**config.mk**
```make
export PLATFORM = sky130hd
export DESIGN_NAME = idw_mul
export DESIGN_NICKNAME = d
export VERILOG_FILES = /design/src/rtl/idw_pkg.sv /design/src/rtl/idw_mul.sv
export SDC_FILE = /design/constraint.sdc
export NUM_CORES = 2
export LEC_CHECK = 0
export BUFFER_PORTS_ARGS = -buffer_cell sky130_fd_sc_hd__buf_2
export CAP_MARGIN = 20
export CORE_UTILIZATION = 45
export CTS_CLUSTER_DIAMETER = 50
export DETAILED_ROUTE_END_ITERATION = 8
export SYNTH_ARGS = -nofsm -noshare
export SYNTH_HDL_FRONTEND = slang
export SYNTH_SLANG_ARGS = --single-unit
```
**constraint.sdc**
```tcl
create_clock -name i_clk -period 11.3 [get_ports i_clk]
set_input_delay 1.695 -clock i_clk [delete_from_list [all_inputs] [get_ports i_clk]]
set_output_delay 1.695 -clock i_clk [all_outputs]
set_load 0.02 [all_outputs]
```
**src/rtl/idw_pkg.sv**
```systemverilog
// Package: shared constants, types and the square root table for the IDW interpolator.
`timescale 1ns / 1ps

package idw_pkg;

    // Fixed point format of coordinates, values and weights
    localparam int FRAC_BITS = 16;
    localparam int CNT_W     = $clog2(FRAC_BITS);
    localparam int K_W       = 7;
    localparam int E_W       = 48;
    localparam int X_W       = FRAC_BITS + 7;

    localparam int CFG_IDX_W  = 2;
    localparam int CFG_DATA_W = 32;

    localparam logic [CFG_IDX_W-1:0] CFG_IDX_MODE      = 2'd0;
    localparam logic [CFG_IDX_W-1:0] CFG_IDX_POWER     = 2'd1;
    localparam logic [CFG_IDX_W-1:0] CFG_IDX_BANDWIDTH = 2'd2;
    localparam logic [CFG_IDX_W-1:0] CFG_IDX_RADIUS    = 2'd3;

    localparam logic [15:0] POWER_RESET  = 16'd512;
    localparam logic [31:0] BW_RESET     = 32'd65536;
    localparam logic [31:0] RADIUS_RESET = 32'd6553600;

    localparam logic [63:0] ONE         = 64'(1) << FRAC_BITS;
    localparam logic [63:0] CLAMP_EXP   = 64'(64) << FRAC_BITS;
    localparam logic [63:0] CLAMP_GAUSS = 64'(8) << FRAC_BITS;
    localparam logic [32:0] LOG2E_Q30   = 33'd1549082005;
    localparam logic [31:0] M_INIT      = 32'h4000_0000;

    // Range limits of the power-of-two stage
    localparam logic signed [E_W-1:0] EXP_HI   = E_W'(32 - FRAC_BITS) << FRAC_BITS;
    localparam logic signed [E_W-1:0] EXP_LO   = -(E_W'(64) << FRAC_BITS);
    localparam logic [E_W-1:0]        EXP_BIAS = E_W'(64) << FRAC_BITS;
    localparam logic signed [7:0]     SH_OFS   = 8'(FRAC_BITS - 94);

    typedef enum logic [1:0] {
        MODE_POWER,
        MODE_LINEAR,
        MODE_EXP,
        MODE_GAUSS
    } t_mode;

    typedef enum logic [4:0] {
        S_IDLE, S_SQ_X, S_SQ_Y, S_SQ_SUM, S_ROOT, S_ROOT_WAIT, S_MODE,
        S_NORM, S_LOG_MUL, S_LOG_UPD, S_LOG_POW, S_LOG_EXP,
        S_DIV_WAIT, S_GSQ, S_GSQ_SH, S_LGE, S_LGE_UPD,
        S_EXP_SET, S_EXP_MUL, S_EXP_UPD, S_EXP_SHIFT,
        S_ACC_MUL, S_ACC_ADD, S_FINISH, S_FDIV_WAIT, S_EMIT
    } t_state;

    typedef logic [31:0] t_root_tab [FRAC_BITS];

    // Successive square roots of 2.0 in Q2.30, entry j is 2^(1/2^(j+1))
    function automatic t_root_tab f_root_tab();
        t_root_tab   tab;
        logic [63:0] root;
        logic [63:0] v;
        logic [63:0] r;
        logic [63:0] b;
        root = 64'(1) << 31;
        for (int j = 0; j < FRAC_BITS; j++) begin
            v = root << 30;
            r = '0;
            b = 64'(1) << 62;
            for (int i = 0; i < 32; i++) begin
                if (v >= r + b) begin
                    v = v - (r + b);
                    r = (r >> 1) + b;
                end else begin
                    r = r >> 1;
                end
                b = b >> 2;
            end
            root   = r;
            tab[j] = root[31:0];
        end
        return tab;
    endfunction

    localparam t_root_tab ROOT_TAB = f_root_tab();

endpackage

```
**src/rtl/idw_mul.sv**
```systemverilog
// Shared 33x33 signed multiplier with a registered product.
`timescale 1ns / 1ps

module idw_mul
    import idw_pkg::*;
(
    input  logic               i_clk,
    input  logic signed [32:0] i_a,
    input  logic signed [32:0] i_b,
    output logic signed [65:0] o_prod
);

    logic signed [65:0] r_prod;

    // Register every product
    always_ff @(posedge i_clk) begin
        r_prod <= i_a * i_b;
    end

    assign o_prod = r_prod;

endmodule

```
Yosys cells after proc, flatten, opt, wreduce, memory -nomap -nowiden

Index checks and enable logic that the tools add are counted.

Input bits: 67
Register bits: 66
ROM bits: 0
Latch bits: 0
Output and inout port bits: 66
Memories: 0
Memory bits (writable): 0

Equality and inequality tests: 0
$lt $le $gt $ge: 0
Bitwise operators: 0
Multiply operators: 1
Add/sub/neg operators: 0
Div/mod/pow operators: 0
Mux-type cells: 0
Reductions and logical operators: 0
Shift-type cells: 0

Operator list:

| kind                                           | count |
|---|---|
| 33-bit by 33-bit multiplier with 66-bit output | 1 |

Depth between registers and ports, before layout

Depth after elaboration: 1
Mapped depth: 27
Mapped depth without buffers: 26

Worst setup path after synthesis

Ideal clock, no wire load.

Path kind: in2reg
Start point: input port i_a[32]
End point: register r_prod[62] (netlist: o_prod[62])
Setup slack: 2.369 ns
Data required time: 11.221 ns
Stages: 23
Arrival: 8.852 ns
Cell sequence: clkbuf_1 > nand2_1 > inv_1 > fa_1 > fa_1 > fa_1 > fa_1 > fa_1 > fa_1 > fa_1 > inv_1 > fa_1 > inv_1 > ha_1 > clkbuf_1 > and3_1 > nand3_1 > nand2b_1 > a2111oi_4 > a211oi_4 > a21o_2 > a21o_1 > a211oi_2

Word-level cells in the longest chain between the ends: 1

Ends and longest elaborated chain:

| item                                           | RTL line      | RTL |
|---|---|---|
| from (decl)                                    | idw_mul.sv:8  | `input logic signed [32:0] i_a,` |
| 33-bit by 33-bit multiplier with 66-bit output | idw_mul.sv:17 | `r_prod <= i_a * i_b;` |
| to (signal assigned)                           | idw_mul.sv:17 |  |
| to (decl)                                      | idw_mul.sv:13 | `logic signed [65:0] r_prod;` |

Every way passes these cells.

Final worst setup path

Start point: input port i_b[9]
End point: register r_prod[58] (netlist: o_prod[58])

Word-level cells in the longest chain between the ends: 1

Ends and longest elaborated chain:

| item                                           | RTL line      | RTL |
|---|---|---|
| from (decl)                                    | idw_mul.sv:9  | `input logic signed [32:0] i_b,` |
| 33-bit by 33-bit multiplier with 66-bit output | idw_mul.sv:17 |  |

Every way passes these cells.

==> impl_metrics.env <==
export IMPL_synth_adder_area_share_pct=62.9
export IMPL_drv_cap=0
export IMPL_slowest_stage="fa_1"
export IMPL_gp_congestion=0.882
export IMPL_cp_end_kind="flop"
export IMPL_ys_ff_latch=66
export IMPL_hold_class="in2reg"
export IMPL_yosysUniqueCellTypes=80
export IMPL_synthSimpleGateAreaFrac_pct=15.8
export IMPL_dieWidth_um=303
export IMPL_synth_edf_count=0
export IMPL_synth_top_family_by_area="adder cells"
export IMPL_multi_input_comb_area_um2=34300
export IMPL_rows=109
export IMPL_post_synth_top_count_cell="fa_1"
export IMPL_timing_slew_headroom_pct=29.7
export IMPL_drive_gt1_share_pct=5.03
export IMPL_yosys_warnings=0
export IMPL_die_h_um=303
export IMPL_synthTopCellsByArea="fa_1 56%, inv_1 10%, and2_1 8.6%"
export IMPL_grt_pass1_vias=30700
export IMPL_grt_max_degree=34
export IMPL_track_usage_pct=25.5
export IMPL_antenna_found_initial=6
export IMPL_seqCellArea_um2=1320
export IMPL_dr_pass1_iters=7
export IMPL_crit_path_start_kind="input pin"
export IMPL_ys_seq_area_share_pct=3.24
export IMPL_path_clk_slew_ns=0.08
export IMPL_syn2layout_area_growth_pct=4.45
export IMPL_syn_avg_cell_area_um2=9.39
export IMPL_portBuffers=132
export IMPL_postSynthNetCount=5767
export IMPL_slew_violations=0
export IMPL_grt_pass1_wl_um=176000
export IMPL_dp_hpwl_um=90000
export IMPL_status="finished clean"
export IMPL_drtIter0Drc=1639
export IMPL_cp_max_fo=33
export IMPL_tightest_slew_ns=1.04
export IMPL_rsz0062_at_grt="no"
export IMPL_clock_sinks=66
export IMPL_dp_cells=5445
export IMPL_cts_hold_buf=0
export IMPL_cts_setup_buffers=0
export IMPL_cts_tree="done"
export IMPL_fillCellCount=8723
export IMPL_drtAntennaViolNets=0
export IMPL_synth_area_leader_cell="fa_1"
export IMPL_syn_cell_area_um2=40700
export IMPL_cp_common_cell="fa_1"
export IMPL_clk_path_buf_depth=2
export IMPL_period_share_pct=86.5
export IMPL_postLayoutCellArea_um2=42500
export IMPL_fp_dieArea_um2=91700
export IMPL_synth_top_area_share_pct=56.3
export IMPL_setup_tns_ns=0
export IMPL_worst_path_largest_cell_delay_ns=0.83
export IMPL_async_reset_ff_share_pct=0
export IMPL_fin_crit_ns=9.77
export IMPL_crit_chain="buf_2, nand2_1, fa_1, fa_1, buf_4, fa_1, inv_1, fa_1, fa_1, fa_1, fa_1, inv_1, fa_1, inv_1, ha_1, and4_1, nand3_1, nand2b_1, nor2_1, a211oi_4, a21oi_2, nor4b_2, a311oi_1"
export IMPL_placed_area_um2=42200
export IMPL_max_freq_mhz=102
export IMPL_clockRootBuffer="clkbuf_16"
export IMPL_drc=0
export IMPL_viasPerCell=5.12
export IMPL_synth_compound_area_share_pct=4.07
export IMPL_arrival_ns=10.05
export IMPL_wl_per_cell_um=19.9
export IMPL_grt_overflow=0
export IMPL_ctsHtreeMaxLevel=3
export IMPL_crit_required_ns=11.58
export IMPL_cts_made_buffers=9
export IMPL_final_nets=5720
export IMPL_coreArea_um2=89100
export IMPL_postCtsResizedCells=0
export IMPL_synthFlopType="dfxtp_1"
export IMPL_finalHoldViolCount=0
export IMPL_ios=133
export IMPL_crit_type="in2reg"
export IMPL_synth_xor_area_share_pct=1.46
export IMPL_instances_no_fill=5465
export IMPL_synth_commonest_cells="1145 x fa_1, 1131 x inv_1, 562 x and2_1"
export IMPL_synth_cells=4338
export IMPL_dr_total_vias=28000
export IMPL_synthMuxAreaShare_pct=0
export IMPL_initial_utilization_pct=45.7
export IMPL_wl_um=109000
export IMPL_setup_viol=0
export IMPL_largest_reg_flops=66
export IMPL_utilization_pct=47.8
==> cell type report <==
| cell class | instances | area share [%] |
|---|---|---|
| Timing Repair Buffer | 163 | 2.10 |
| Clock buffer | 9 | 0.529 |
| Inverter | 1131 | 9.98 |
| Antenna cell | 4 | 0.0235 |
| Multi-Input combinational cell | 2920 | 80.7 |
| Sequential cell | 66 | 3.11 |
| Tap cell | 1165 | 3.43 |
| Clock inverter | 7 | 0.185 |
==> worst paths after layout <==
check | cells past startpoint | slack [ns] | end | startpoint
setup / recovery | 23 | 1.53 | o_prod[58] | i_b[9]
hold / removal | 2 | 1.91 | o_prod[0] | i_b[0]
==> worst max-delay path, delay by kind of cell <==
| family | cells | cell delay, ns |
|---|---|---|
| simple gates | 6 | 1.52 |
| fa+ha+maj | 9 | 4.82 |
| compound gates | 3 | 0.89 |
| buf+inv | 5 | 1.09 |
==> logic make-up (layout without fill, tap and decap cells) <==
group,after synthesis,after routing
other cells,0,4
simple gates,1271,1271
xor+xnor,68,68
fa+ha+maj,1362,1362
compound gates,219,219
buf+inv,1352,1310
flops,66,66
==> cell usage in the layout (no fill, tap or decap), types with 31 or more instances in the layout <==
cell,instances
inv_1,1131
a21oi_1,57
fa_1,1145
dfxtp_1,66
ha_1,217
a21o_1,36
xnor2_1,43
buf_2,132
nand2_1,551
nor2_1,68
and2_1,562
buf_4,31
==> per-layer routing <==
layer,track usage [%],up-vias,wire (um)
met4,8.06,0,3230
li1,-,12200,-
met2,44.7,651,56700
met1,33.0,14900,44200
met5,0,-,0
met3,3.01,135,4710
==> metrics by stage <==
step / hold WS [ns] / setup slack [ns]
finish: 1.91 / 1.53
global route: 1.90 / 1.21
CTS: 1.88 / 1.53
detailed placement: 2.11 / 1.14
global placement: 2.11 / 1.03
floorplan: 1.82 / 2.37
Power is not shown: default switching activity piles up to over one toggle a cycle in this logic, so the estimate is an artifact.
