$ cat config.mk
export PLATFORM = sky130hd
export DESIGN_NAME = idw_sqrt
export DESIGN_NICKNAME = d
export VERILOG_FILES = /design/src/rtl/idw_pkg.sv /design/src/rtl/idw_sqrt.sv
export SDC_FILE = /design/constraint.sdc
export NUM_CORES = 1
export LEC_CHECK = 0
export BUFFER_PORTS_ARGS = -buffer_cell sky130_fd_sc_hd__buf_2
export CAP_MARGIN = 20
export CORE_MARGIN = 2
export CORE_UTILIZATION = 47
export DETAILED_ROUTE_END_ITERATION = 6
export PLACE_DENSITY = 0.71
export SLEW_MARGIN = 20
export SYNTH_ARGS = -nofsm -noshare
export SYNTH_HDL_FRONTEND = slang
export SYNTH_SLANG_ARGS = --single-unit
export TNS_END_PERCENT = 20
$ cat constraint.sdc
create_clock -name i_clk -period 10.3 [get_ports i_clk]
set_input_delay 0.515 -clock i_clk [delete_from_list [all_inputs] [get_ports i_clk]]
set_output_delay 0.515 -clock i_clk [all_outputs]
set_load 0.01 [all_outputs]
$ cat src/rtl/idw_pkg.sv
// Package: shared constants, types and the square root table for the IDW interpolator.
`timescale 1ns / 1ps

package idw_pkg;

    // Fixed point format of coordinates, values and weights
    localparam int FRAC_BITS = 16;
    localparam int CNT_W     = $clog2(FRAC_BITS);
    localparam int K_W       = 7;
    localparam int E_W       = 48;
    localparam int X_W       = FRAC_BITS + 7;

    localparam int CFG_IDX_W  = 2;
    localparam int CFG_DATA_W = 32;

    localparam logic [CFG_IDX_W-1:0] CFG_IDX_MODE      = 2'd0;
    localparam logic [CFG_IDX_W-1:0] CFG_IDX_POWER     = 2'd1;
    localparam logic [CFG_IDX_W-1:0] CFG_IDX_BANDWIDTH = 2'd2;
    localparam logic [CFG_IDX_W-1:0] CFG_IDX_RADIUS    = 2'd3;

    localparam logic [15:0] POWER_RESET  = 16'd512;
    localparam logic [31:0] BW_RESET     = 32'd65536;
    localparam logic [31:0] RADIUS_RESET = 32'd6553600;

    localparam logic [63:0] ONE         = 64'(1) << FRAC_BITS;
    localparam logic [63:0] CLAMP_EXP   = 64'(64) << FRAC_BITS;
    localparam logic [63:0] CLAMP_GAUSS = 64'(8) << FRAC_BITS;
    localparam logic [32:0] LOG2E_Q30   = 33'd1549082005;
    localparam logic [31:0] M_INIT      = 32'h4000_0000;

    // Range limits of the power-of-two stage
    localparam logic signed [E_W-1:0] EXP_HI   = E_W'(32 - FRAC_BITS) << FRAC_BITS;
    localparam logic signed [E_W-1:0] EXP_LO   = -(E_W'(64) << FRAC_BITS);
    localparam logic [E_W-1:0]        EXP_BIAS = E_W'(64) << FRAC_BITS;
    localparam logic signed [7:0]     SH_OFS   = 8'(FRAC_BITS - 94);

    typedef enum logic [1:0] {
        MODE_POWER,
        MODE_LINEAR,
        MODE_EXP,
        MODE_GAUSS
    } t_mode;

    typedef enum logic [4:0] {
        S_IDLE, S_SQ_X, S_SQ_Y, S_SQ_SUM, S_ROOT, S_ROOT_WAIT, S_MODE,
        S_NORM, S_LOG_MUL, S_LOG_UPD, S_LOG_POW, S_LOG_EXP,
        S_DIV_WAIT, S_GSQ, S_GSQ_SH, S_LGE, S_LGE_UPD,
        S_EXP_SET, S_EXP_MUL, S_EXP_UPD, S_EXP_SHIFT,
        S_ACC_MUL, S_ACC_ADD, S_FINISH, S_FDIV_WAIT, S_EMIT
    } t_state;

    typedef logic [31:0] t_root_tab [FRAC_BITS];

    // Successive square roots of 2.0 in Q2.30, entry j is 2^(1/2^(j+1))
    function automatic t_root_tab f_root_tab();
        t_root_tab   tab;
        logic [63:0] root;
        logic [63:0] v;
        logic [63:0] r;
        logic [63:0] b;
        root = 64'(1) << 31;
        for (int j = 0; j < FRAC_BITS; j++) begin
            v = root << 30;
            r = '0;
            b = 64'(1) << 62;
            for (int i = 0; i < 32; i++) begin
                if (v >= r + b) begin
                    v = v - (r + b);
                    r = (r >> 1) + b;
                end else begin
                    r = r >> 1;
                end
                b = b >> 2;
            end
            root   = r;
            tab[j] = root[31:0];
        end
        return tab;
    endfunction

    localparam t_root_tab ROOT_TAB = f_root_tab();

endpackage

$ cat src/rtl/idw_sqrt.sv
// Integer square root of a 64-bit value, one result bit per cycle.
`timescale 1ns / 1ps

module idw_sqrt
    import idw_pkg::*;
(
    input  logic        i_clk,
    input  logic        i_rst_n,
    input  logic        i_start,
    input  logic [63:0] i_radicand,
    output logic        o_busy,
    output logic        o_done,
    output logic [31:0] o_root
);

    logic        r_busy;
    logic        r_done;
    logic [63:0] r_v;
    logic [63:0] r_r;
    logic [63:0] r_bit;
    logic [63:0] trial;
    logic        ge;

    assign trial = r_r + r_bit;
    assign ge    = r_v >= trial;

    // Sequence the 32 steps
    always_ff @(posedge i_clk) begin
        if (!i_rst_n) begin
            r_busy <= 1'b0;
            r_done <= 1'b0;
        end else begin
            r_done <= 1'b0;
            if (i_start) begin
                r_busy <= 1'b1;
            end else if (r_busy && r_bit == 64'd1) begin
                r_busy <= 1'b0;
                r_done <= 1'b1;
            end
        end
    end

    // Try one root bit a step
    always_ff @(posedge i_clk) begin
        if (i_start) begin
            r_v   <= i_radicand;
            r_r   <= '0;
            r_bit <= 64'(1) << 62;
        end else if (r_busy) begin
            if (ge) begin
                r_v <= r_v - trial;
                r_r <= (r_r >> 1) + r_bit;
            end else begin
                r_r <= r_r >> 1;
            end
            r_bit <= r_bit >> 2;
        end
    end

    assign o_busy = r_busy;
    assign o_done = r_done;
    assign o_root = r_r[31:0];

endmodule

# [Word level (Yosys, flattened, before mapping)]
# Cells that the tools add are included.
[classes] order_cmp=1 n_eq_ne=1 n_reduce_logical=6 bitwise_logic=1 n_addsub=3 mux=7
[op_table] op="$mux 64" count=4
[op_table] op="$add 63x63->64" count=1
[op_table] op="$add 64x63->64" count=1
[op_table] op="$ge 64x64->1" count=1
[op_table] op="$sub 64x64->64" count=1
[op_table] op="$eq 32x1->1 const B" count=1
[op_table] op="$reduce_bool 2->1" count=3
[op_table] op="$mux 1" count=3
[op_table] op="$reduce_and 2->1" count=1
[op_table] op="$reduce_or 2->1" count=1
[op_table] op="$logic_and 1x1->1" count=1
[op_table] op="$not 1->1" count=1
[word_totals] ff_bits=162 output_inout_bits=34

# [Logic depth before layout (Yosys ltp)]
# Gate-level depths: netlist of run 1.
[logic_depth] depth_word=5 depth_mapped=25 depth_no_buf=23

# [Least setup slack after synthesis of run 1]
# Ideal clock, no wire load.
[synth_path] kind="register to register" startpoint="register r_r[2]" endpoint="register r_v[0], enable pin" path_buffers=3 path_stages_with_launch=23 required_ns=9.726 arrival_ns=8.852 slack_ns=0.874 setup_ns=0.574 path_cell_list="dfxtp_1 > ha_1 > a31oi_1 > o21bai_1 > a31oi_1 > o21ai_1 > a2111oi_2 > o21ai_0 > nand2_1 > o21bai_1 > xnor2_1 > ha_1 > buf_2 > nand4_1 > or2_1 > nor2_1 > nand2_1 > a2111oi_2 > o31ai_2 > a21o_2 > buf_6 > buf_4 > o21ai_0"
[synth_via] elab_chain_cells=4
[synth_lines] item="start, declared" line="idw_sqrt.sv:19" rtl="logic [63:0] r_r;"
[synth_lines] item="start signal, assigned" line="idw_sqrt.sv:52" rtl="r_r <= (r_r >> 1) + r_bit;"
[synth_lines] item="start signal, assigned" line="idw_sqrt.sv:54" rtl="r_r <= r_r >> 1;"
[synth_lines] item="$add 64x63->64" line="idw_sqrt.sv:24" rtl="assign trial = r_r + r_bit;"
[synth_lines] item="$ge 64x64->1" line="idw_sqrt.sv:25" rtl="assign ge = r_v >= trial;"
[synth_lines] item="$reduce_bool 2->1 (no source line)"
[synth_lines] item="$reduce_and 2->1 (no source line)"
[synth_lines] item="end signal, assigned" line="idw_sqrt.sv:46" rtl="r_v <= i_radicand;"
[synth_lines] item="end signal, assigned" line="idw_sqrt.sv:51" rtl="r_v <= r_v - trial;"
[synth_lines] item="end, declared" line="idw_sqrt.sv:18" rtl="logic [63:0] r_v;"
# Every way passes these cells.
# A chain may end at the register's enable or synchronous reset.

# [Worst setup path in the final report of run 1]
[layout_path] startpoint="register r_r[2]" endpoint="register r_v[7], enable pin"
# The elaborated chain is that of the path after synthesis.

==> impl_metrics.yaml, run 1 <==
outcome:
  run_status: "finished clean"
synth:
  synth_area_per_cell_um2: 7.85
  ys.warnings.count: 0
  ys_async_sr_fraction_pct: 0
  synthFlopType: "dfxtp_1"
  synth_cells: 1939
  syn_nets: 2137
  synth_cell_types: 85
  synth-edff-count: 64
  yosysSeqAreaShare_pct: 25.5
  yosys-top-cells-area: "dfxtp_1, edfxtp_1, ha_1, nand2_1, o21ai_0"
  synth_top_area_share_pct: 12.9
  syn_area_um2: 15200
  synth-seq-cells: 162
  yosys.area.top_type: "dfxtp_1"
routing:
  drt_wl_total_um: 43500
  drc: 0
  drt_iter0_drc: 1356
  firstDrtPassIters: 5
  vias: 14500
  vias_per_cell: 6.21
  wl_per_cell_um: 18.6
  drtAntennaViolNets: 0
worst_setup_path:
  timing.rr.start: "r_r[2]"
  crit_end: "r_v[7]"
  crit_fanout: 50
  cp.required_ns: 10.39
  reg2reg_to: "r_v[7]"
  rr_worst_depth: 20
  critPathLaunchType: "flip-flop"
  critPathLaunch: "r_r[2]"
  critPathArrivalTime_ns: 7.07
  worst-setup-path-type: "reg2reg"
  endpoint_kind: "flip-flop"
  ff2ff_setup_slack_ns: 3.32
finish:
  fin_nets: 2121
  final_common_cell: "nand2_1"
  final_util_pct: 51.0
  final_cell_mix: "nand2_1, nor2_1, o21ai_0, ha_1, a21oi_1"
  areaGrowthSynthToFinish_pct: 6.35
  drive_gt1_share_pct: 9.92
  diodes: 0
  fillers: 3084
floorplanning:
  core_um2: 31700
  start_util_pct: 48.0
  pin_count: 101
  dieArea_um2: 33800
  die_w_um: 184
  die_h_um: 184
  rows: 65
timing:
  slew_viol_final: 0
  skew_ns: 0.0124
  period_share_pct: 67.8
  fin_crit_ns: 6.98
  hold_viol: 0
  timing.slew.headroom_pct: 31.6
  setup_slack_ns: 3.32
  finalSetupTns_ns: 0
  worst_slew_pin_slew_ns: 1.02
  grt_setup_unrepaired: "false"
  setup_violations: 0
  max_freq_mhz: 143
pwr:
  seq_power_share_pct: 23.7
  internal-power_uw: 2310
  vdd.ir_drop.worst_mv: 0.182
  share_clk_of_total_power_pct: 14.8
  p_comb_share_pct: 61.5
  p_total_uw: 4530
  p_switching_uw: 2220
  cellPowerDensity_nw_per_um2: 280
  netSwitchingFraction_pct: 48.9
  leakage_uw: 0.00624
placed_design:
  dp_slack_ns: 3.40
  port_buffers: 100
  hpwl_um: 32800
  routabilityCongestion: 0.971
clocking:
  insertion_delay_ns: 0.46
  hold_buffers: 0
  root_buffer: "clkbuf_16"
  numCtsBuffers: 17
  clk_pin_slew_ns: 0.07
  cts_setup_buffers: 0
  cts_resized: 0
  cts_htree_levels: 4
  clock_path_buffers: 2
  cts_tree: "done"
  clkSinkCount: 162
grt:
  grt_max_degree: 82
  gr-total-overflow: 0
  antenna_found_initial: 0
  first_global_vias: 13700
  track_usage_pct: 26.2
  grt_pass1_wl_um: 71600
worst_hold_path:
  hp-class: "in2reg"
job:
  max_cap_violations: 0
## per-stage QoR
stage          hold WS [ns]  cell area (um2)  cells
6_report              0.309            16200   2338
5_1_grt               0.310            16200   2338
4_1_cts               0.299            16200   2338
3_5_place_dp          0.508            15600   2306
3_3_place_gp          0.493            15600   2305
2_1_floorplan         0.478            15200   1939
## sequential cells by signal, indices dropped and copies added (netlist names)
name    cells
o_done      1
r_r        64
r_bit      32
o_busy      1
r_v        64
## final cells by class
type / instances / area, um2 / area share (%)
well taps: 402 / 503 / 3.11
repair buffers: 108 / 564 / 3.49
clock buffers: 19 / 475 / 2.94
flip-flops and latches: 162 / 3890 / 24.0
inverters: 46 / 173 / 1.07
multi-input cells: 1588 / 10500 / 64.6
clock inverters: 13 / 125 / 0.773
## cells in the mapped netlist (45+ instances only)
library cell,count
a21o_1,53
a21oi_1,126
a31oi_1,63
clkbuf_1,81
dfxtp_1,98
edfxtp_1,64
ha_1,130
inv_1,45
nand2_1,233
nand4_1,53
nor2_1,174
o21ai_0,163
xnor2_1,74
xor2_1,67
## cells by family after synthesis
logic type / Yosys count / synth area share (%)
muxes: 44 / 2.93
and+or+nand+nor: 642 / 19.6
buffers and inverters: 189 / 5.89
xor gates and xnor gates: 141 / 8.11
AOI/OAI and AO/OA: 630 / 27.1
DFF: 162 / 25.5
adders and majority gates: 131 / 10.8
## critical path, stage by stage (launching register included)
cell and delay [ns]:
dfxtp_1 0.44, ha_1 0.31, a31oi_1 0.31, o21bai_1 0.16, a31oi_1 0.46, o21ai_1 0.28
a2111oi_2 0.66, o21ai_0 0.32, nand2_1 0.20, o21bai_1 0.10, xnor2_1 0.16, ha_1 0.44
nand4_1 0.15, or2_1 0.29, nor2_1 0.14, nand2_1 0.11, a2111oi_2 0.34, o31ai_2 0.15
a21o_2 0.38, o21ai_4 0.49, buf_4 0.63
## metal layers
metal / vias to the layer above / share of wire (%) / wire (um) / GRT usage (%)
li1: 7117 / - / - / -
met4: 0 / 3.0 / 1290 / 9.09
met1: 6820 / 47 / 20300 / 36.4
met5: - / 0 / 0 / 0
met3: 78 / 6.2 / 2710 / 4.34
met2: 495 / 44 / 19200 / 41.1
## worst min-delay path by stage
stage	start	to	slack, ns	cells after the start
finish	i_rst_n	o_done	0.31	2
global route	i_rst_n	o_done	0.31	2
CTS	i_rst_n	o_done	0.30	2
detailed placement	r_r[0]	r_r[0]	0.51	2
global placement	r_r[0]	r_r[0]	0.49	2
floorplan	r_r[0]	r_r[0]	0.48	2
## power groups by stage
stage / clock network, uW / registers (uW) / logic, uW
2_1_floorplan: 0 / 1020 / 2220
3_3_place_gp: 0 / 1080 / 2690
3_5_place_dp: 0 / 1080 / 2720
4_1_cts: 679 / 1070 / 2750
5_1_grt: 702 / 1100 / 3080
6_report: 671 / 1070 / 2790
Note: power is estimated with default switching activity, not from simulation.
==> inputs of run 2 (changes only) <==
==> constraint.sdc (replaced) <==
create_clock -name i_clk -period 7.25 [get_ports i_clk]
set_input_delay 0.3625 -clock i_clk [delete_from_list [all_inputs] [get_ports i_clk]]
set_output_delay 0.3625 -clock i_clk [all_outputs]
set_load 0.01 [all_outputs]
==> run 2 against run 1 <==
Net effect: total power is 43% higher; clock skew up 0.0048 ns; non-clock buffer count up 2; maximum frequency grew 8.8%; via count is essentially flat; sequential power increased by 43%; worst hold slack lost 0.15 ns.
==> impl_metrics.yaml, run 2 (synthesized netlist as in run 1, its figures left out) <==
worst_setup_path:
  critPathMaxStageDelay_ns: 0.78
  timing.rr.start: "r_r[4]"
  worst-setup-path-type: "reg2reg"
  path_cells: "ha_1 > nand4_1 > o21ai_0 > a21oi_1 > a211oi_1 > o21ai_0 > o21ai_1 > nand2_1 > xor2_1 > ha_1 > nand4_1 > or2_1 > nor2_1 > nand2_1 > a2111oi_2 > o31ai_2 > a21o_2 > buf_12 > o21ai_4 > buf_4"
  cp.required_ns: 7.35
  path_delay_family: "compound AO/OA/AOI/OAI gates"
  critPathArrivalTime_ns: 6.51
  critPathLaunchType: "flip-flop"
  crit_fanout: 75
  critPathLaunch: "r_r[4]"
  crit_path_top_delay_cell: "a211oi_1"
  critPathBufInv: 2
  endpoint_kind: "flip-flop"
pwr:
  seq_power_share_pct: 23.5
  share_clk_of_total_power_pct: 14.6
  leakage_uw: 0.00626
  p_comb_share_pct: 61.8
  p_switching_uw: 3160
  netSwitchingFraction_pct: 48.8
  vdd.ir_drop.worst_mv: 0.268
  internal-power_uw: 3320
  cellPowerDensity_nw_per_um2: 400
timing:
  slew_viol_final: 0
  max_freq_mhz: 156
  finalSetupTns_ns: 0
  fin_crit_ns: 6.41
  grt_setup_unrepaired: "false"
  skew_ns: 0.0172
  hold_viol: 0
  period_share_pct: 88.5
  setup_violations: 0
  worst_slew_pin_slew_ns: 0.952
  timing.slew.headroom_pct: 36.5
clocking:
  cts_tree: "done"
  cts_setup_buffers: 0
  hold_buffers: 0
  numCtsBuffers: 17
  cts_resized: 0
  clk_pin_slew_ns: 0.07
  clock_path_buffers: 2
  cts_htree_levels: 4
  root_buffer: "clkbuf_16"
  clkSinkCount: 162
  insertion_delay_ns: 0.46
floorplanning:
  pin_count: 101
  rows: 65
  dieArea_um2: 33800
  start_util_pct: 48.0
  die_h_um: 184
  core_um2: 31700
  die_w_um: 184
routing:
  drt_iter0_drc: 1391
  drc: 0
  vias: 14500
  wl_per_cell_um: 18.7
  drt_wl_total_um: 43800
  firstDrtPassIters: 5
  vias_per_cell: 6.20
  drtAntennaViolNets: 0
grt:
  gr-total-overflow: 0
  grt_pass1_wl_um: 70700
  grt_max_degree: 85
  track_usage_pct: 25.9
  antenna_found_initial: 0
  first_global_vias: 13500
finish:
  final_common_cell: "nand2_1"
  diodes: 0
  drive_gt1_share_pct: 10.0
  areaGrowthSynthToFinish_pct: 6.43
  final_cell_mix: "nand2_1, nor2_1, o21ai_0, ha_1, a21oi_1"
  stdcell_count: 2340
  fin_nets: 2123
  reg_top3: "r_r: 64 flops, r_v: 64 flops, r_bit: 32 flops"
  design_area_um2: 16200
placed_design:
  placed_cells: 2308
  hpwl_um: 32800
  routabilityCongestion: 0.962
  port_buffers: 100
  post_dp_cell_area_um2: 15600
worst_hold_path:
  hp-class: "in2reg"
  min_from: "i_rst_n"
job:
  max_cap_violations: 0
outcome:
  run_status: "finished clean"
-- run 2: cell count changes in the layout (fill, tap and decap cells not counted) --
cell        before  now
buf_12           0    1
buf_4            7    8
bufinv_16        0    1
clkbuf_16       19   18
clkinv_2         0    3
clkinv_8         1    0
clkinvlp_4       1    0
inv_4            1    3
inv_6            7    3
inv_8            3    4
-- run 2: cell type report --
type / count / area (um2)
Multi-Input combinational cell: 1588 / 10500
Tap cell: 402 / 503
Timing Repair Buffer: 110 / 592
Clock inverter: 14 / 135
Fill cell: 3117 / 15500
Sequential cell: 162 / 3890
Clock buffer: 18 / 450
Inverter: 46 / 173
-- run 2: metal layers --
| layer | part of all wire, % | up-vias | global-route usage (%) |
|---|---|---|---|
| met5 | 0 | - | 0 |
| met4 | 2.6 | 0 | 8.99 |
| met3 | 6.7 | 75 | 3.88 |
| met2 | 45 | 554 | 40.6 |
| met1 | 46 | 6739 | 36.3 |
| li1 | - | 7133 | - |
-- run 2: power by group through the flow --
stage	combinational [uW]	clock (uW)	sequential, uW
after floorplan	3150	0	1430
final	4010	950	1530
after global routing	4410	989	1560
after global placement	3860	0	1530
after detailed placement	3910	0	1540
after CTS	3940	961	1520
-- run 2: stage by stage --
| step | utilization, % | hold WS, ns | power, uW | worst slack (ns) |
|---|---|---|---|---|
| 6_report | 51.1 | 0.160 | 6490 | 0.836 |
| 5_1_grt | 51.1 | 0.170 | 6960 | 0.469 |
| 4_1_cts | 51.1 | 0.150 | 6430 | 0.998 |
| 3_5_place_dp | 49.2 | 0.510 | 5450 | 1.06 |
| 3_3_place_gp | 49.2 | 0.490 | 5400 | 1.18 |
| 2_1_floorplan | - | 0.478 | 4590 | 0.792 |
-- run 2: worst paths after layout --
check,endpoint,slack (ns),cells past startpoint
setup reg to reg,r_v[31],0.84,20
hold reg to reg,r_r[0],0.52,2
setup / recovery,r_v[31],0.84,20
hold / removal,o_done,0.16,2
-- run 2: worst register-to-register path: stages, from the launching register on --
cell and delay, ns:
dfxtp_1 0.41, ha_1 0.39, nand4_1 0.12, o21ai_0 0.58, a21oi_1 0.24, a211oi_1 0.78
o21ai_0 0.21, o21ai_1 0.33, nand2_1 0.11, xor2_1 0.17, ha_1 0.39, nand4_1 0.16
or2_1 0.28, nor2_1 0.13, nand2_1 0.10, a2111oi_2 0.38, o31ai_2 0.14, a21o_2 0.25
buf_12 0.21, o21ai_4 0.19, buf_4 0.46
