`src/rtl/idw_pkg.sv`:
```
// Package: shared constants, types and the square root table for the IDW interpolator.
`timescale 1ns / 1ps

package idw_pkg;

    // Fixed point format of coordinates, values and weights
    localparam int FRAC_BITS = 16;
    localparam int CNT_W     = $clog2(FRAC_BITS);
    localparam int K_W       = 7;
    localparam int E_W       = 48;
    localparam int X_W       = FRAC_BITS + 7;

    localparam int CFG_IDX_W  = 2;
    localparam int CFG_DATA_W = 32;

    localparam logic [CFG_IDX_W-1:0] CFG_IDX_MODE      = 2'd0;
    localparam logic [CFG_IDX_W-1:0] CFG_IDX_POWER     = 2'd1;
    localparam logic [CFG_IDX_W-1:0] CFG_IDX_BANDWIDTH = 2'd2;
    localparam logic [CFG_IDX_W-1:0] CFG_IDX_RADIUS    = 2'd3;

    localparam logic [15:0] POWER_RESET  = 16'd512;
    localparam logic [31:0] BW_RESET     = 32'd65536;
    localparam logic [31:0] RADIUS_RESET = 32'd6553600;

    localparam logic [63:0] ONE         = 64'(1) << FRAC_BITS;
    localparam logic [63:0] CLAMP_EXP   = 64'(64) << FRAC_BITS;
    localparam logic [63:0] CLAMP_GAUSS = 64'(8) << FRAC_BITS;
    localparam logic [32:0] LOG2E_Q30   = 33'd1549082005;
    localparam logic [31:0] M_INIT      = 32'h4000_0000;

    // Range limits of the power-of-two stage
    localparam logic signed [E_W-1:0] EXP_HI   = E_W'(32 - FRAC_BITS) << FRAC_BITS;
    localparam logic signed [E_W-1:0] EXP_LO   = -(E_W'(64) << FRAC_BITS);
    localparam logic [E_W-1:0]        EXP_BIAS = E_W'(64) << FRAC_BITS;
    localparam logic signed [7:0]     SH_OFS   = 8'(FRAC_BITS - 94);

    typedef enum logic [1:0] {
        MODE_POWER,
        MODE_LINEAR,
        MODE_EXP,
        MODE_GAUSS
    } t_mode;

    typedef enum logic [4:0] {
        S_IDLE, S_SQ_X, S_SQ_Y, S_SQ_SUM, S_ROOT, S_ROOT_WAIT, S_MODE,
        S_NORM, S_LOG_MUL, S_LOG_UPD, S_LOG_POW, S_LOG_EXP,
        S_DIV_WAIT, S_GSQ, S_GSQ_SH, S_LGE, S_LGE_UPD,
        S_EXP_SET, S_EXP_MUL, S_EXP_UPD, S_EXP_SHIFT,
        S_ACC_MUL, S_ACC_ADD, S_FINISH, S_FDIV_WAIT, S_EMIT
    } t_state;

    typedef logic [31:0] t_root_tab [FRAC_BITS];

    // Successive square roots of 2.0 in Q2.30, entry j is 2^(1/2^(j+1))
    function automatic t_root_tab f_root_tab();
        t_root_tab   tab;
        logic [63:0] root;
        logic [63:0] v;
        logic [63:0] r;
        logic [63:0] b;
        root = 64'(1) << 31;
        for (int j = 0; j < FRAC_BITS; j++) begin
            v = root << 30;
            r = '0;
            b = 64'(1) << 62;
            for (int i = 0; i < 32; i++) begin
                if (v >= r + b) begin
                    v = v - (r + b);
                    r = (r >> 1) + b;
                end else begin
                    r = r >> 1;
                end
                b = b >> 2;
            end
            root   = r;
            tab[j] = root[31:0];
        end
        return tab;
    endfunction

    localparam t_root_tab ROOT_TAB = f_root_tab();

endpackage

```
`src/rtl/idw_div.sv`:
```
// Restoring divider, 64-bit unsigned, one quotient bit per cycle.
`timescale 1ns / 1ps

module idw_div
    import idw_pkg::*;
(
    input  logic        i_clk,
    input  logic        i_rst_n,
    input  logic        i_start,
    input  logic [63:0] i_dividend,
    input  logic [63:0] i_divisor,
    output logic        o_busy,
    output logic        o_done,
    output logic [63:0] o_quot
);

    logic        r_busy;
    logic        r_done;
    logic [5:0]  r_cnt;
    logic [63:0] r_rem;
    logic [63:0] r_quo;
    logic [63:0] r_den;
    logic [64:0] trial;
    logic        ge;

    assign trial = {r_rem, r_quo[63]};
    assign ge    = trial >= {1'b0, r_den};

    // Sequence the 64 steps
    always_ff @(posedge i_clk) begin
        if (!i_rst_n) begin
            r_busy <= 1'b0;
            r_done <= 1'b0;
            r_cnt  <= '0;
        end else begin
            r_done <= 1'b0;
            if (i_start) begin
                r_busy <= 1'b1;
                r_cnt  <= '0;
            end else if (r_busy) begin
                r_cnt <= r_cnt + 6'd1;
                if (r_cnt == 6'd63) begin
                    r_busy <= 1'b0;
                    r_done <= 1'b1;
                end
            end
        end
    end

    // Shift in one quotient bit a step
    always_ff @(posedge i_clk) begin
        if (i_start) begin
            r_rem <= '0;
            r_quo <= i_dividend;
            r_den <= i_divisor;
        end else if (r_busy) begin
            r_rem <= ge ? 64'(trial - {1'b0, r_den}) : trial[63:0];
            r_quo <= {r_quo[62:0], ge};
        end
    end

    assign o_busy = r_busy;
    assign o_done = r_done;
    assign o_quot = r_quo;

endmodule

```
`config.mk`:
```
export PLATFORM = sky130hd
export DESIGN_NAME = idw_div
export DESIGN_NICKNAME = d
export VERILOG_FILES = /design/src/rtl/idw_pkg.sv /design/src/rtl/idw_div.sv
export SDC_FILE = /design/constraint.sdc
export NUM_CORES = 1
export LEC_CHECK = 0
export BUFFER_PORTS_ARGS = -buffer_cell sky130_fd_sc_hd__buf_2
export CORE_MARGIN = 1
export CORE_UTILIZATION = 40
export DETAILED_ROUTE_END_ITERATION = 10
export PLACE_DENSITY = 0.64
export SYNTH_ARGS = -nofsm -noshare
export SYNTH_HDL_FRONTEND = slang
export SYNTH_SLANG_ARGS = --single-unit
```
`constraint.sdc`:
```
create_clock -name i_clk -period 3.4 [get_ports i_clk]
set_clock_uncertainty 0.1 [all_clocks]
set_input_delay 0.68 -clock i_clk [delete_from_list [all_inputs] [get_ports i_clk]]
set_output_delay 0.68 -clock i_clk [all_outputs]
set_load 0.02 [all_outputs]
```
Word level (Yosys, flattened, before mapping)
Cells that the tools add are included.
{ "word_totals": {"wordCells": 22, "output_inout_bits": 66, "inputBits": 131, "ff_bits": 200} }
{ "classes": {"n_mux": 7, "addsub": 2, "eq_ne": 1, "n_bitwise": 2, "order_cmp": 1, "n_reduce_logical": 3} }
{ "ops": {"columns": ["cell", "n"], "rows": [
  ["$mux 64", 3],
  ["$ge 65x64->1", 1],
  ["$sub 64x64->64", 1],
  ["$add 6x1->6 const B", 1],
  ["$eq 6x6->1 const B", 1],
  ["$mux 1", 4],
  ["$reduce_or 3->1", 1],
  ["$not 1->1", 2],
  ["$reduce_bool 2->1", 1],
  ["$reduce_or 2->1", 1]
]} }

Depth between registers and ports, before layout
Gate-level depths: netlist of run 1.
{ "logic_depth": {"word_depth": 4, "ltp_mapped": 15, "ltp_nobuf": 13} }

Worst setup path after synthesis of run 1
No wires, ideal clock.
{ "synth_timing": {"kind": "register to register", "startpoint": "register r_quo[63] (netlist: o_quot[63])", "endpoint": "register r_rem[60]", "path_stages_with_launch": 14, "setup_slack_ns": 0.221, "arrival_ns": 3.000, "path_buffers": 0, "t_required_ns": 3.221, "cell_sequence": "edfxtp_1 -> inv_1 -> ha_1 -> fa_1 -> nor2b_1 -> o21bai_1 -> a21oi_1 -> o21ai_1 -> a211oi_2 -> o21ai_2 -> o21ai_2 -> nor4_1 -> or4_1 -> a211oi_2"} }
{ "synth_via": {"elab_chain_len": 2, "word_cells_on_any_way": 3} }
{ "synth_lines": {"columns": ["element", "line", "rtl"], "rows": [
  ["from (decl)", "idw_div.sv:21", "logic [63:0] r_quo;"],
  ["from (signal assigned)", "idw_div.sv:54", "r_quo <= i_dividend;"],
  ["from (signal assigned)", "idw_div.sv:58", "r_quo <= {r_quo[62:0], ge};"],
  ["$sub 64x64->64 or $ge 65x64->1 (tied branches)", "idw_div.sv:57, idw_div.sv:27", null],
  ["$mux 64 *", "idw_div.sv:57", "r_rem <= ge ? 64'(trial - {1'b0, r_den}) : trial[63:0];"],
  ["to (signal assigned)", "idw_div.sv:57", null],
  ["to (decl)", "idw_div.sv:20", "logic [63:0] r_rem;"]
]} }
Every way passes the cells marked *; elsewhere a longest branch is shown, timed or not.
A chain may end at the register's enable or synchronous reset.

Final worst setup path of run 1
{ "layout_timing": {"startpoint": "register r_den[8]", "endpoint": "register r_rem[45]"} }
{ "layout_via": {"elab_chain_len": 2, "word_cells_on_any_way": 3} }
{ "layout_lines": {"columns": ["element", "line", "rtl"], "rows": [
  ["from (decl)", "idw_div.sv:22", "logic [63:0] r_den;"],
  ["from (signal assigned)", "idw_div.sv:55", "r_den <= i_divisor;"],
  ["$sub 64x64->64 or $ge 65x64->1 (tied branches)", "idw_div.sv:57, idw_div.sv:27", null],
  ["$mux 64 *", "idw_div.sv:57", null]
]} }
Marks and branches as above.

==> flow_metrics.py, run 1 <==
metrics = {
    "yosys": {
        "synth.cell_area_sq_um": 11900,
        "yosysWarnings": 0,
        "synth_edf_count": 128,
        "yosys.area.top_type": "edfxtp_1",
        "synth-main-ff-cell": "edfxtp_1",
        "syn_area_per_cell_sq_um": 9.73,
        "synth-async-reset-ratio": 0,
        "synthTopCellsByArea": "edfxtp_1, dfxtp_1, ha_1",
        "synth-seq-cells": 200,
        "synthCells": 1223,
        "ys_seq_area_frac": 0.444,
        "synth.distinct_cells": 69,
        "synth_nets": 1420,
        "yosys.area.top_type_share": 0.323,
    },
    "layout": {
        "final_util": 0.515,
        "area_growth_pct": 25.5,
        "layout.cells.non_filler": 1891,
        "nFillCells": 2703,
        "fin_nets": 1690,
        "drive_above_1_share": 0.319,
    },
    "setup_path": {
        "worst-path-max-fanout": 5,
        "endpoint_kind": "flip-flop",
        "ff2ff_setup_slack_ps": 50,
        "critPathLaunchType": "flip-flop",
        "critPathRequiredTime_ps": 3700,
        "path_class": "flip-flop to flip-flop",
        "r2r-end": "r_rem[45]",
        "cp.arrival_ps": 3650,
        "r2r_start": "r_den[8]",
        "r2r_cells": 14,
    },
    "hold_path": {
        "min_from": "i_divisor[60]",
        "hold_path.class": "primary input to flip-flop",
        "hold_end": "r_den[60]",
        "min_delay_path_depth": 1,
    },
    "detailed_routing": {
        "ant_nets": 0,
        "via_per_inst": 5.39,
        "first_iter_violations": 613,
        "wl_met2_mm": 15.1,
        "top_layer": "met5",
        "firstDrtPassIters": 5,
        "drc": 0,
        "route.met3.wl_mm": 1.97,
        "routedWlPerCell_microns": 17.1,
        "routed_wl_mm": 32.3,
        "met1Wirelength_mm": 14.6,
        "num_vias": 10200,
    },
    "sta": {
        "finalCriticalPeriod_ps": 3350,
        "setup_viol": 0,
        "hold_viol": 0,
        "slew_headroom": 0.589,
        "finalMaxSlewViolations": 0,
        "tns_ps": 0,
        "post-route-period-util": 0.986,
        "rsz0062_at_grt": "yes",
        "worst_slew_pin_slew_ps": 617,
        "worst_slack_ps": 49.1,
        "timing.fmax_mhz": 298,
    },
    "clock_network": {
        "clk_pin_slew_ps": 90,
        "cts_buffer_depth": 2,
        "cts-root-buf": "clkbuf_16",
        "cts_tree": "done",
        "cts.sinks": 200,
        "htreeDepth": 4,
        "clock_latency_ps": 460,
        "numCtsBuffers": 17,
    },
    "place": {
        "hpwlAfterDp_mm": 23.7,
        "pre_cts_ws_ps": -39.8,
        "port_buffers": 196,
        "routabilityCongestion": 0.946,
        "dp.cells": 1858,
    },
    "pwr": {
        "leakagePower_nw": 6.48,
        "sw_frac_of_total": 0.337,
        "clkPwrFrac": 0.289,
        "peakVddDrop_mv": 0.394,
        "seqPwrFrac": 0.402,
        "p_int_mw": 4.90,
        "switchingPower_mw": 2.49,
        "power_density_nw_per_um2": 495,
        "power_frac_comb": 0.309,
    },
    "grt": {
        "overflow": 0,
        "grt_pass1_vias": 10100,
        "grt_pass1_wl_mm": 51.4,
        "grt_antenna_before_repair": 4,
        "grt_max_degree": 110,
        "grtUsageTotal": 0.213,
    },
    "floorplan": {
        "fp.dieW_microns": 174,
        "start_util": 0.410,
        "die_area_sq_um": 30400,
        "io_pins": 197,
        "row_count": 62,
        "fp.coreArea_sq_um": 29000,
        "die_h_microns": 174,
    },
    "flow_run": {
        "max-cap-violations": 0,
    },
    "run_status": {
        "outcome": "completed",
    },
}
-- power by group through the flow --
stage	Combinational, mW	Clock (mW)	Sequential, mW
floorplan	1.32	0	3.09
global placement	2.17	0	3.02
detailed placement	2.19	0	3.02
CTS	2.21	2.18	2.97
global route	2.50	2.26	3.00
finish	2.29	2.13	2.97
-- per-stage QoR --
step                      instance area, sq um  hold WS [ps]  total power [mW]
after floorplan                          11900           354              4.41
final                                    14900           289              7.39
after global routing                     14900           269              7.77
after CTS                                14700           271              7.36
after detailed placement                 14100           376              5.21
after global placement                   14100           366              5.19
-- kinds of logic after synthesis --
kind of cell / after synthesis / share of synthesized area
AOI/OAI and AO/OA: 333 / 0.189
xor gates and xnor gates: 56 / 0.0412
adders and majority gates: 66 / 0.0701
buffers and inverters: 147 / 0.0510
DFF: 200 / 0.444
muxes: 82 / 0.0765
and+or+nand+nor: 339 / 0.128
-- cell usage in the layout, fill, tap and decap left out, types with 5 or more instances in the layout --
master and instances:
a211oi_1 32, a21o_1 35, a21oi_1 92, a21oi_2 15, a311oi_1 17, and2_1 5, and3_1 15, buf_12 6
buf_2 195, buf_4 115, clkbuf_16 17, clkinv_8 6, dfxtp_1 71, edfxtp_1 128, ha_1 60, inv_1 80
mux2_2 69, mux2i_1 11, nand2_1 111, nand2b_1 7, nand3_1 14, nand4_1 25, nor2_1 117, nor2b_1 9
nor3_1 14, o211ai_1 11, o21a_1 7, o21ai_0 30, o21ai_1 13, o21ai_2 6, o21bai_1 12, o221ai_1 5
xnor2_1 42, xor2_1 14
-- Yosys cell counts (5+ instances only) --
cell type / instances
a211oi_1: 32
a21o_1: 35
a21oi_1: 103
a311oi_1: 19
a31oi_1: 7
and2_1: 5
and3_1: 16
buf_2: 14
buf_4: 8
clkbuf_1: 43
dfxtp_1: 72
edfxtp_1: 128
ha_1: 65
inv_1: 80
mux2_2: 69
mux2i_1: 11
nand2_1: 112
nand2b_1: 7
nand3_1: 14
nand4_1: 25
nor2_1: 120
nor2b_1: 9
nor3_1: 16
o211ai_1: 11
o21a_1: 7
o21ai_0: 33
o21ai_1: 14
o21bai_1: 12
o221ai_1: 5
xnor2_1: 42
xor2_1: 14
-- layer usage --
layer / global-route usage / vias up
li1: - / 5008
met1: 0.273 / 4814
met2: 0.348 / 323
met3: 0.0545 / 48
met4: 0.0694 / 6
met5: 0 / -
-- state kept, by name, indices dropped and copies added, names as in the netlist --
register and cells:
o_done 1, o_busy 1, r_rem 64, r_den 64
o_quot 64, r_cnt 6
-- cell type report --
class | instances | area [sq um] | share of cell area
Clock buffer | 18 | 429 | 0.0287
Multi-Input combinational cell | 876 | 6260 | 0.419
Timing Repair Buffer | 318 | 1980 | 0.133
Antenna cell | 1 | 2.50 | 0.000168
Tap cell | 384 | 480 | 0.0322
Inverter | 80 | 300 | 0.0201
Clock inverter | 14 | 189 | 0.0127
Sequential cell | 200 | 5290 | 0.354
-- timing repair --
item / 4_1_cts / 5_1_grt
endpoints found under the hold margin: 0 / 0
pin swaps: 0 / 16
endpoints found under the setup margin: 6 / 62
resized for setup: 2 / 50
hold buffers: 0 / 0
setup buffers: 0 / 2
-- how the worst max path moves through the flow --
stage	startpoint	end	slack (ps)	cells after the start
floorplan	o_quot[63]	r_rem[60]	220	13
global placement	r_den[4]	r_rem[47]	7	14
detailed placement	r_den[16]	r_rem[47]	-40	14
CTS	r_den[44]	r_rem[47]	8	14
global route	r_den[8]	r_rem[45]	-120	14
finish	r_den[8]	r_rem[45]	50	14
-- critical path, stage by stage, from the launching register on --
cell       delay [ps]
edfxtp_1          370
inv_1              60
ha_1              230
buf_4             160
a21o_1            150
a21oi_1           230
nor3b_2           290
a211oi_4          140
a2111oi_2         400
nor3_1            100
buf_4             160
o211a_1           230
o21a_1            180
o311ai_1          310
o211a_1           190
Power figures use the tool's default switching activity.
==> run 2: changes to the inputs <==
Settings changed: PLACE_DENSITY 0.64 to 0.61.
==> run 2 against run 1 <==
Compared with the run above:
- clock power barely moved
- first-iteration DRC count rose by 9.6%
- setup slack improved by 26 ps
- cell area down 2.3%
- count of clock-buffer cells in the layout shrank 1
- final cell count decreased by 2.4%
- sequential cell count unchanged
- routed wire length is 2.0% higher
- via count shrank 0.67%
- critical path depth stayed put
- sequential power about the same
- combinational power shrank 2%
- critical endpoint is now r_rem[19]
==> flow_metrics.py, run 2 (synthesis gave the netlist of run 1 again) <==
metrics = {
    "layout": {
        "area_growth_pct": 22.7,
        "final_util": 0.503,
        "multi_input_area_sq_um": 6260,
        "fin_nets": 1645,
        "layout_common_cells": "buf_2, edfxtp_1, nor2_1, nand2_1, a21oi_1",
        "layout.area.seq_sq_um": 5290,
        "drive_above_1_share": 0.297,
        "nFillCells": 2763,
        "num_antenna_cells": 0,
        "mostFrequentLayoutCell": "buf_2",
        "design_area_sq_um": 14600,
    },
    "setup_path": {
        "cpPeakStageDelay_ps": 400,
        "path_cells": "inv_1 > ha_1 > buf_4 > nand2_1 > nor2_1 > nand4_1 > nor2_2 > and3_1 > and3_2 > a211oi_4 > buf_4 > clkbuf_16 > or3_1 > a311oi_1",
        "path_class": "flip-flop to flip-flop",
        "critPathBufInv": 4,
        "critPathRequiredTime_ps": 3660,
        "ff2ff_setup_slack_ps": 80,
        "cp_slowest_cell": "or3_1",
        "cp.arrival_ps": 3580,
        "worst-path-max-fanout": 26,
        "r2r-end": "r_rem[19]",
        "endpoint_kind": "flip-flop",
        "cp_top_family": "simple AND/OR/NAND/NOR gates",
        "startpoint": "r_den[42]",
        "crit_end": "r_rem[19]",
        "r2r_start": "r_den[42]",
        "path_depth": 14,
        "r2r_cells": 14,
        "cpMostUsedCell": "buf_4",
        "critPathLaunchType": "flip-flop",
    },
    "floorplan": {
        "die_h_microns": 174,
        "die_area_sq_um": 30400,
        "io_pins": 197,
        "start_util": 0.410,
        "fp.coreArea_sq_um": 29000,
        "row_count": 62,
        "fp.dieW_microns": 174,
    },
    "clock_network": {
        "cts_tree": "done",
        "postCtsHoldBufs": 0,
        "cts_buffer_depth": 2,
        "clock_latency_ps": 460,
        "cts.sinks": 200,
        "numCtsBuffers": 17,
        "clk_pin_slew_ps": 90,
        "htreeDepth": 4,
        "cts-root-buf": "clkbuf_16",
    },
    "place": {
        "routabilityCongestion": 0.909,
        "hpwlAfterDp_mm": 23.6,
        "dpl_cell_area_sq_um": 13600,
        "port_buffers": 196,
    },
    "detailed_routing": {
        "num_vias": 10100,
        "routed_wl_mm": 32.9,
        "via_per_inst": 5.49,
        "ant_nets": 0,
        "firstDrtPassIters": 6,
        "first_iter_violations": 672,
        "drc": 0,
        "routedWlPerCell_microns": 17.8,
    },
    "hold_path": {
        "hold_path.class": "primary input to flip-flop",
    },
    "sta": {
        "hold_viol": 0,
        "post-route-period-util": 0.978,
        "finalCriticalPeriod_ps": 3320,
        "tns_ps": 0,
        "setup_viol": 0,
        "timing.fmax_mhz": 301,
        "worst_slew_pin_slew_ps": 766,
        "slew_headroom": 0.484,
        "rsz0062_at_grt": "yes",
        "finalMaxSlewViolations": 0,
    },
    "grt": {
        "grtUsageTotal": 0.212,
        "grt_antenna_before_repair": 1,
        "overflow": 0,
        "grt_pass1_vias": 9875,
        "grt_pass1_wl_mm": 51.2,
        "grt_max_degree": 88,
    },
    "pwr": {
        "peakVddDrop_mv": 0.385,
        "power_density_nw_per_um2": 501,
        "leakagePower_nw": 6.23,
    },
    "flow_run": {
        "max-cap-violations": 0,
    },
    "run_status": {
        "outcome": "completed",
    },
}
-- run 2: cell count changes in the layout (fill, tap and decap cells not counted), moves of 3 or more --
cell and delta:
buf_4 -48, ha_2 +5, a211oi_2 +3, ha_1 -3
-- run 2: how the worst min path moves through the flow --
stage	from	end	slack, ps	depth (start not counted)
after floorplan	r_cnt[5]	r_cnt[5]	350	2
after global placement	r_cnt[5]	r_cnt[5]	370	2
after detailed placement	r_cnt[5]	r_cnt[5]	380	2
after CTS	i_divisor[55]	r_den[55]	270	1
after global routing	i_divisor[55]	r_den[55]	270	1
final	i_divisor[55]	r_den[55]	290	1
-- run 2: cell type report --
| class | instances | share of cell area |
|---|---|---|
| repair buffers | 272 | 0.114 |
| well taps | 384 | 0.0329 |
| clock inverters | 15 | 0.0124 |
| clock buffers | 17 | 0.0292 |
| flip-flops and latches | 200 | 0.362 |
| multi-input cells | 877 | 0.429 |
| inverters | 80 | 0.0206 |
-- run 2: layer usage --
| metal | track usage | up-vias | wire length (microns) |
|---|---|---|---|
| li1 | - | 4934 | - |
| met3 | 0.0516 | 27 | 2010 |
| met5 | 0 | - | 0 |
| met1 | 0.274 | 4850 | 14800 |
| met2 | 0.350 | 320 | 15700 |
| met4 | 0.0577 | 0 | 483 |
-- run 2: metrics by stage --
step,instances,setup slack (ps),hold WS (ps),total power [mW]
2_1_floorplan,1223,221,354,4.41
3_3_place_gp,1803,14.5,373,5.08
3_5_place_dp,1803,18.6,381,5.09
4_1_cts,1835,22.7,273,7.22
5_1_grt,1845,-91.0,269,7.67
6_report,1845,75.1,288,7.31
-- run 2: where the power goes --
part	total (mW)	internal [mW]	switching [mW]
Sequential	2.96	2.83	0.130
Clock	2.12	1.05	1.06
Combinational	2.24	0.943	1.29
-- run 2: timing repair --
item,CTS,global route
endpoints found under the setup margin,1,61
resized for setup,0,56
pin swaps,1,13
gates cloned,0,4
buffers inserted,0,6
